### config.mk
export PLATFORM = sky130hd
export DESIGN_NAME = ble_adv_name_classifier_core
export DESIGN_NICKNAME = d
export VERILOG_FILES = /design/src/bancl_pkg.sv /design/src/ble_adv_name_classifier_core.sv /design/src/bancl_char_class.sv /design/src/bancl_scan.sv
export SDC_FILE = /design/constraint.sdc
export NUM_CORES = 1
export LEC_CHECK = 0
export BUFFER_PORTS_ARGS = -buffer_cell sky130_fd_sc_hd__clkbuf_2
export CAP_MARGIN = 20
export CORE_ASPECT_RATIO = 1.2
export CORE_MARGIN = 1.5
export CORE_UTILIZATION = 56
export DETAILED_ROUTE_END_ITERATION = 8
export PLACE_DENSITY_LB_ADDON = 0.3
export RECOVER_POWER = 100
export SLEW_MARGIN = 0
export SYNTH_ARGS = -nofsm -noshare
export SYNTH_HDL_FRONTEND = slang
export SYNTH_HIERARCHICAL = 1
export SYNTH_SLANG_ARGS = --single-unit
### constraint.sdc
create_clock -name aclk -period 2.6 [get_ports aclk]
set_input_delay 0.78 -clock aclk [delete_from_list [all_inputs] [get_ports aclk]]
set_output_delay 0.78 -clock aclk [all_outputs]
set_load 0.005 [all_outputs]
### src/bancl_pkg.sv
// ----------------------------------------------------------------------------
// bancl_pkg
// Shared types and constants of the advertisement name classifier.
// ----------------------------------------------------------------------------
`default_nettype none

package bancl_pkg;

    // classification codes on the result channel
    typedef enum logic [1:0] {
        FMT_NONE   = 2'd0,
        FMT_LEGACY = 2'd1,
        FMT_MODERN = 2'd2
    } bancl_fmt_t;

    // character flags of one name byte
    typedef struct packed {
        logic is_s;
        logic is_hex;
        logic is_role;
        logic is_vin;
    } bancl_class_t;

    localparam int unsigned POS_W = 5;

    localparam logic [POS_W-1:0] LEGACY_LEN      = 5'd18;
    localparam logic [POS_W-1:0] LEGACY_HEX      = 5'd16;
    localparam logic [POS_W-1:0] MODERN_HEAD_LEN = 5'd6;
    localparam logic [POS_W-1:0] SUFFIX_MIN      = 5'd4;
    localparam logic [POS_W-1:0] SUFFIX_MAX      = 5'd6;
    localparam logic [POS_W-1:0] POSITION_MAX    = 5'd19;

    localparam logic [7:0] CHAR_S = 8'h53;
    localparam logic [7:0] CHAR_C = 8'h43;
    localparam logic [7:0] CHAR_R = 8'h52;
    localparam logic [7:0] CHAR_D = 8'h44;
    localparam logic [7:0] CHAR_P = 8'h50;

    // six-byte prefix of the modern form
    localparam logic [7:0] MODERN_PREFIX [0:5] = '{8'h54, 8'h65, 8'h73, 8'h6C, 8'h61, 8'h20};

endpackage

`default_nettype wire

### src/ble_adv_name_classifier_core.sv
// ----------------------------------------------------------------------------
// ble_adv_name_classifier_core
// Classifies an advertisement name streamed one byte per word.
//
// Input channel (s_): one name byte per word in s_tdata, s_tuser set when the
// word carries a byte, s_tlast on the final word of the name. A word with
// s_tuser low and s_tlast high is an empty name; with both low it is dropped.
// Result channel (m_): one word per name, sent for the word that carries
// s_tlast, holding the format code (0 none, 1 legacy, 2 modern).
// The result word passes through the input register, then the result register,
// before it shows on m_tvalid; a receiver stall can hold it between the two.
// Throughput: one input word per cycle while s_tready is high; the scan of each
// byte is a few compares and a 5-bit counter step between the two registers.
// When the receiver stalls, the result register holds its word and the
// input register still takes words that give no result; a final word waits
// in the input register and s_tready drops until the result slot frees.
// Reset (aresetn low, synchronous) empties both registers and restarts the
// scan at the first byte of a new name.
// ----------------------------------------------------------------------------
`default_nettype none

module ble_adv_name_classifier_core
    import bancl_pkg::*;
(
    input  wire logic         aclk,
    input  wire logic         aresetn,
    // input channel
    input  wire logic         s_tvalid,
    output logic              s_tready,
    input  wire logic [7:0]   s_tdata,   // [7:0] name_byte
    input  wire logic         s_tuser,   // [0] byte_present
    input  wire logic         s_tlast,   // end_of_name
    // result channel
    output logic              m_tvalid,
    input  wire logic         m_tready,
    output logic [7:0]        m_tdata    // [1:0] name_format, [7:2] zero
);

    logic         in_valid_reg;
    logic [7:0]   in_byte_reg;
    logic         in_present_reg;
    logic         in_last_reg;

    logic         out_valid_reg;
    bancl_fmt_t   out_fmt_reg;

    logic         out_free;
    logic         advance;
    bancl_class_t char_class;
    bancl_fmt_t   fmt;

    // the held word moves on unless it needs the busy result slot
    assign out_free = !out_valid_reg || m_tready;
    assign advance  = in_valid_reg && (!in_last_reg || out_free);
    assign s_tready = !in_valid_reg || advance;

    // input register
    always_ff @(posedge aclk) begin
        if (!aresetn) begin
            in_valid_reg <= 1'b0;
        end else if (s_tready) begin
            in_valid_reg <= s_tvalid;
        end
    end

    always_ff @(posedge aclk) begin
        if (s_tready && s_tvalid) begin
            in_byte_reg    <= s_tdata;
            in_present_reg <= s_tuser;
            in_last_reg    <= s_tlast;
        end
    end

    bancl_char_class u_class (
        .name_byte  (in_byte_reg),
        .char_class (char_class)
    );

    bancl_scan u_scan (
        .aclk         (aclk),
        .aresetn      (aresetn),
        .fire         (advance),
        .name_byte    (in_byte_reg),
        .byte_present (in_present_reg),
        .end_of_name  (in_last_reg),
        .char_class   (char_class),
        .fmt          (fmt)
    );

    // result register
    always_ff @(posedge aclk) begin
        if (!aresetn) begin
            out_valid_reg <= 1'b0;
        end else if (advance && in_last_reg) begin
            out_valid_reg <= 1'b1;
        end else if (m_tready) begin
            out_valid_reg <= 1'b0;
        end
    end

    always_ff @(posedge aclk) begin
        if (advance && in_last_reg) begin
            out_fmt_reg <= fmt;
        end
    end

    assign m_tvalid = out_valid_reg;
    assign m_tdata  = {6'b0, out_fmt_reg};

endmodule

`default_nettype wire

### src/bancl_char_class.sv
// ----------------------------------------------------------------------------
// bancl_char_class
// Sorts one name byte into the character groups the two name forms use.
// ----------------------------------------------------------------------------
`default_nettype none

module bancl_char_class
    import bancl_pkg::*;
(
    input  wire logic [7:0]   name_byte,
    output bancl_class_t      char_class
);

    logic is_digit;
    logic is_upper;
    logic is_lower_af;
    logic is_upper_af;

    // range compares
    assign is_digit    = (name_byte >= 8'h30) && (name_byte <= 8'h39);
    assign is_upper    = (name_byte >= 8'h41) && (name_byte <= 8'h5A);
    assign is_lower_af = (name_byte >= 8'h61) && (name_byte <= 8'h66);
    assign is_upper_af = (name_byte >= 8'h41) && (name_byte <= 8'h46);

    // group flags
    always_comb begin
        char_class.is_s    = (name_byte == CHAR_S);
        char_class.is_hex  = is_digit || is_lower_af || is_upper_af;
        char_class.is_role = (name_byte == CHAR_C) || (name_byte == CHAR_R) ||
                             (name_byte == CHAR_D) || (name_byte == CHAR_P);
        // vin alphabet leaves out I, O and Q
        char_class.is_vin  = is_digit ||
                             (is_upper && (name_byte != 8'h49) &&
                              (name_byte != 8'h4F) && (name_byte != 8'h51));
    end

endmodule

`default_nettype wire

### src/bancl_scan.sv
// ----------------------------------------------------------------------------
// bancl_scan
// Per-name scan state: byte position and the two still-possible flags,
// plus the classification of the name on its final word.
// ----------------------------------------------------------------------------
`default_nettype none

module bancl_scan
    import bancl_pkg::*;
(
    input  wire logic         aclk,
    input  wire logic         aresetn,
    input  wire logic         fire,
    input  wire logic [7:0]   name_byte,
    input  wire logic         byte_present,
    input  wire logic         end_of_name,
    input  wire bancl_class_t char_class,
    output bancl_fmt_t        fmt
);

    logic [POS_W-1:0] pos_reg;
    logic [POS_W-1:0] pos_next;
    logic             leg_reg;
    logic             leg_next;
    logic             mod_reg;
    logic             mod_next;

    logic [POS_W-1:0] len;
    logic             leg_ok;
    logic             mod_ok;

    // per-position checks of the current byte
    always_comb begin
        if (pos_reg == '0) begin
            leg_ok = char_class.is_s;
        end else if (pos_reg <= LEGACY_HEX) begin
            leg_ok = char_class.is_hex;
        end else if (pos_reg == LEGACY_LEN - 5'd1) begin
            leg_ok = char_class.is_role;
        end else begin
            leg_ok = 1'b0;
        end

        if (pos_reg < MODERN_HEAD_LEN) begin
            mod_ok = (name_byte == MODERN_PREFIX[pos_reg[2:0]]);
        end else if (pos_reg < MODERN_HEAD_LEN + SUFFIX_MAX) begin
            mod_ok = char_class.is_vin;
        end else begin
            mod_ok = 1'b0;
        end

        len = (pos_reg < POSITION_MAX) ? pos_reg + 5'd1 : pos_reg;
    end

    // classification on the final word
    always_comb begin
        fmt = FMT_NONE;
        if (byte_present) begin
            if (leg_reg && leg_ok && (len == LEGACY_LEN)) begin
                fmt = FMT_LEGACY;
            end else if (mod_reg && mod_ok && (len >= MODERN_HEAD_LEN + SUFFIX_MIN) &&
                         (len <= MODERN_HEAD_LEN + SUFFIX_MAX)) begin
                fmt = FMT_MODERN;
            end
        end
    end

    // state update
    always_comb begin
        pos_next = pos_reg;
        leg_next = leg_reg;
        mod_next = mod_reg;
        if (fire) begin
            if (end_of_name) begin
                pos_next = '0;
                leg_next = 1'b1;
                mod_next = 1'b1;
            end else if (byte_present) begin
                pos_next = len;
                leg_next = leg_reg && leg_ok;
                mod_next = mod_reg && mod_ok;
            end
        end
    end

    // state registers
    always_ff @(posedge aclk) begin
        if (!aresetn) begin
            pos_reg <= '0;
            leg_reg <= 1'b1;
            mod_reg <= 1'b1;
        end else begin
            pos_reg <= pos_next;
            leg_reg <= leg_next;
            mod_reg <= mod_next;
        end
    end

endmodule

`default_nettype wire

==> flow_summary.toml <==
[routing]
dr.pass1.iters = 4
drt-vias-per-instance = 5.74
first_iter_violations = 43
route.detailed.drc = 0
vias = 1199
routedWlPerCell_um = 14.4
final_antenna_net_count = 0
wl_um = 3020

[critical_path]
critical-path-max-stage-delay_ns = 0.54
worst-setup-path-type = "register to register"
critPathMaxFanout = 8
required_ns = 2.78
worstSetupEndpointType = "register"
crit_chain = "nand3_1 > o21ai_1 > a2111oi_2 > a21bo_1 > nor2b_1 > nor3b_1 > nand4_1 > o41ai_2 > and4_1"
worst-path-buf-inv = 0
cp_top_family = "compound AO/OA/AOI/OAI gates"
crit_arrival_ns = 2.54
cp-start-kind = "register"
cp_slowest_cell = "edfxtp_1"

[floorplanning]
ios = 24
die_height_um = 58.8
placementRows = 20
start_util = 0.582
die_area_mm2 = 0.00291
core_area_mm2 = 0.00250
dieWidth_um = 49.5

[pwr]
irDropWorstVdd_uv = 413
intPower_mw = 0.456
power.share.sequential = 0.626
switching_share = 0.257
p_clk_frac = 0.264
p_comb_frac = 0.110
p_switching_mw = 0.157
p_per_area_mw_per_mm2 = 396
p_leak_nw = 0.601

[clocking]
clk_root_buffer_cell = "clkbuf_4"
cts.repair.resized = 0
clk_latency_ns = 0.30
cts_tree = "done"
clockBufferDepth = 2
cts-buffers-inserted = 3
clock_sinks = 21
hold_buffers = 0
path_clk_slew_ns = 0.13
h-tree-depth = 1

[timing]
fmax_mhz = 423
slew_viol_final = 0
slew_headroom = 0.554
final-hold-violation-count = 0
final.setup.tns_ns = 0
clock_skew_ns = 0.00858
rsz0062_at_grt = "no"
post-route-period-util = 0.909
tightest_slew_ns = 0.663
setup_viol = 0
finalCriticalPeriod_ns = 2.36

[logic_synthesis]
synth_cells = 156
seq_area_frac_synth = 0.371
synth_cell_types = 57
netlist_area_mm2 = 0.00146
ys_async_sr_fraction = 0
yosys_register_bits = 21
avgSynthCellArea_um2 = 9.33
synth-edff-count = 12
synth_ff_type = "edfxtp_1"
synth_warnings = 6

[run_status]
status = "complete, no violations"

[global_route]
grt_pass1_vias = 1144
grt_use_total = 0.224
grt_start_max_net_pins = 15
grt_pass1_wl_um = 5040
grt-ovfl-total = 0
antenna_found_initial = 0

[cells_and_area]
design_area_mm2 = 0.00155
nNetsFinal = 196
largest_register_ffs = 8
drive_gt1_frac = 0.210
insertedDiodeCount = 0
area_growth_pct = 6.28
fillers = 220

[flow_run]
maxCapViolCount = 0

[placement]
post-dp-hpwl_um = 2300
post_dp_cell_area_mm2 = 0.00152
port_buffers = 17
place_congestion = 0.845

[min_path]
hold_path_class = "register to register"
through the flow:
step | utilization | setup slack, ns | std cells | hold slack [ns] | total power [mW]
CTS | 0.621 | 0.181 | 206 | 0.495 | 0.615
detailed placement | 0.609 | 0.190 | 202 | 0.464 | 0.458
floorplan | - | 0.464 | 161 | 0.437 | 0.439
global route | 0.618 | 0.0309 | 209 | 0.519 | 0.639
global placement | 0.609 | 0.354 | 202 | 0.456 | 0.454
finish | 0.618 | 0.236 | 209 | 0.500 | 0.613
path summary, 6_finish.rpt:
| kind | start | endpoint | slack (ns) | depth (start not counted) |
|---|---|---|---|---|
| worst min-delay path | u_scan/leg_reg$_SDFFE_PN1P_ | u_scan/leg_reg$_SDFFE_PN1P_ | 0.50 | 2 |
| worst max register to register | in_byte_reg[3]$_DFFE_PP_ | out_fmt_reg[1]$_DFFE_PP_ | 0.24 | 9 |
| worst max-delay path | in_byte_reg[3]$_DFFE_PP_ | out_fmt_reg[1]$_DFFE_PP_ | 0.24 | 9 |
| worst min register to register | u_scan/leg_reg$_SDFFE_PN1P_ | u_scan/leg_reg$_SDFFE_PN1P_ | 0.50 | 2 |
Yosys cell counts (all sizes together) (2+ instances only):
cell type / count / area [um2]
dfxtp: 9 / 180
nor2b: 7 / 43.8
o21ai: 15 / 78.8
inv: 7 / 26.3
a22oi: 3 / 22.5
nand3: 4 / 20.0
and3: 2 / 12.5
nand2b: 5 / 31.3
o41ai: 2 / 25.0
buf: 7 / 56.3
xnor2: 2 / 25.0
or2: 2 / 15.0
a21boi: 5 / 37.5
a211oi: 2 / 20.0
edfxtp: 12 / 360
nand4: 3 / 18.8
or4: 2 / 18.8
a21oi: 3 / 15.0
nor2: 9 / 33.8
ha: 5 / 62.6
or3: 2 / 13.8
nor3b: 4 / 30.0
and4: 2 / 18.8
a2111oi: 2 / 30.0
clkbuf: 4 / 35.0
a21bo: 2 / 20.0
nand2: 18 / 67.6
worst reg2reg max path, stage by stage, from the launching register on:
cell and delay [ns]:
edfxtp_1 0.54, nand3_1 0.14, o21ai_1 0.09, a2111oi_2 0.35, a21bo_1 0.18, nor2b_1 0.06
nor3b_1 0.25, nand4_1 0.14, o41ai_2 0.25, and4_1 0.24
power groups by stage:
stage	sequential (mW)	combinational (mW)	clock, mW
floorplan	0.385	0.0531	0
global placement	0.392	0.0613	0
detailed placement	0.394	0.0642	0
CTS	0.386	0.0645	0.165
global route	0.386	0.0750	0.178
finish	0.384	0.0674	0.162
layout make-up:
| class | instances | area, um2 | share of cell area |
|---|---|---|---|
| clock inverter | 1 | 7.51 | 0.00485 |
| sequential | 21 | 541 | 0.350 |
| multi-input combinational | 122 | 792 | 0.512 |
| inverter | 7 | 26.3 | 0.0170 |
| tap | 33 | 41.3 | 0.0267 |
| timing repair buffer | 22 | 116 | 0.0752 |
| clock buffer | 3 | 22.5 | 0.0146 |
logic make-up (layout without fill, tap and decap cells):
| family | Yosys count | count (layout) | synth area share |
|---|---|---|---|
| AO/OA/AOI/OAI | 41 | 41 | 0.212 |
| XOR/XNOR | 3 | 3 | 0.0232 |
| buffers and inverters | 18 | 33 | 0.0808 |
| adder cells (fa/ha/maj) | 5 | 5 | 0.0430 |
| flip-flops | 21 | 21 | 0.371 |
| other | 1 | 6 | 0.00258 |
| AND/OR/NAND/NOR | 67 | 67 | 0.267 |
per-layer routing:
| layer | global-route usage | vias to the layer above | wire [um] |
|---|---|---|---|
| li1 | - | 597 | - |
| met1 | 0.279 | 558 | 1270 |
| met2 | 0.394 | 36 | 1550 |
| met3 | 0.00761 | 8 | 117 |
| met4 | 0.123 | 0 | 80 |
| met5 | 0 | - | 0 |
placed cells by master, fill, tap and decap left out, types with 3 or more instances in the layout:
master and instances:
clkbuf_2 15, a21boi_0 4, nand2_1 18, clkbuf_4 3
inv_1 5, nor2_1 9, a21oi_1 3, nor2b_1 7
dfxtp_1 9, a22oi_1 3, edfxtp_1 12, buf_4 4
o21ai_0 13, conb_1 6, nand4_1 3, ha_1 5
nand3_1 4, nand2b_1 5, nor3b_1 4, clkbuf_1 3
timing repair:
action                     in CTS  in global routing
setup endpoints to repair       0                  1
hold endpoints to repair        0                  0
setup buffers                   0                  3
Power figures use the tool's default switching activity.
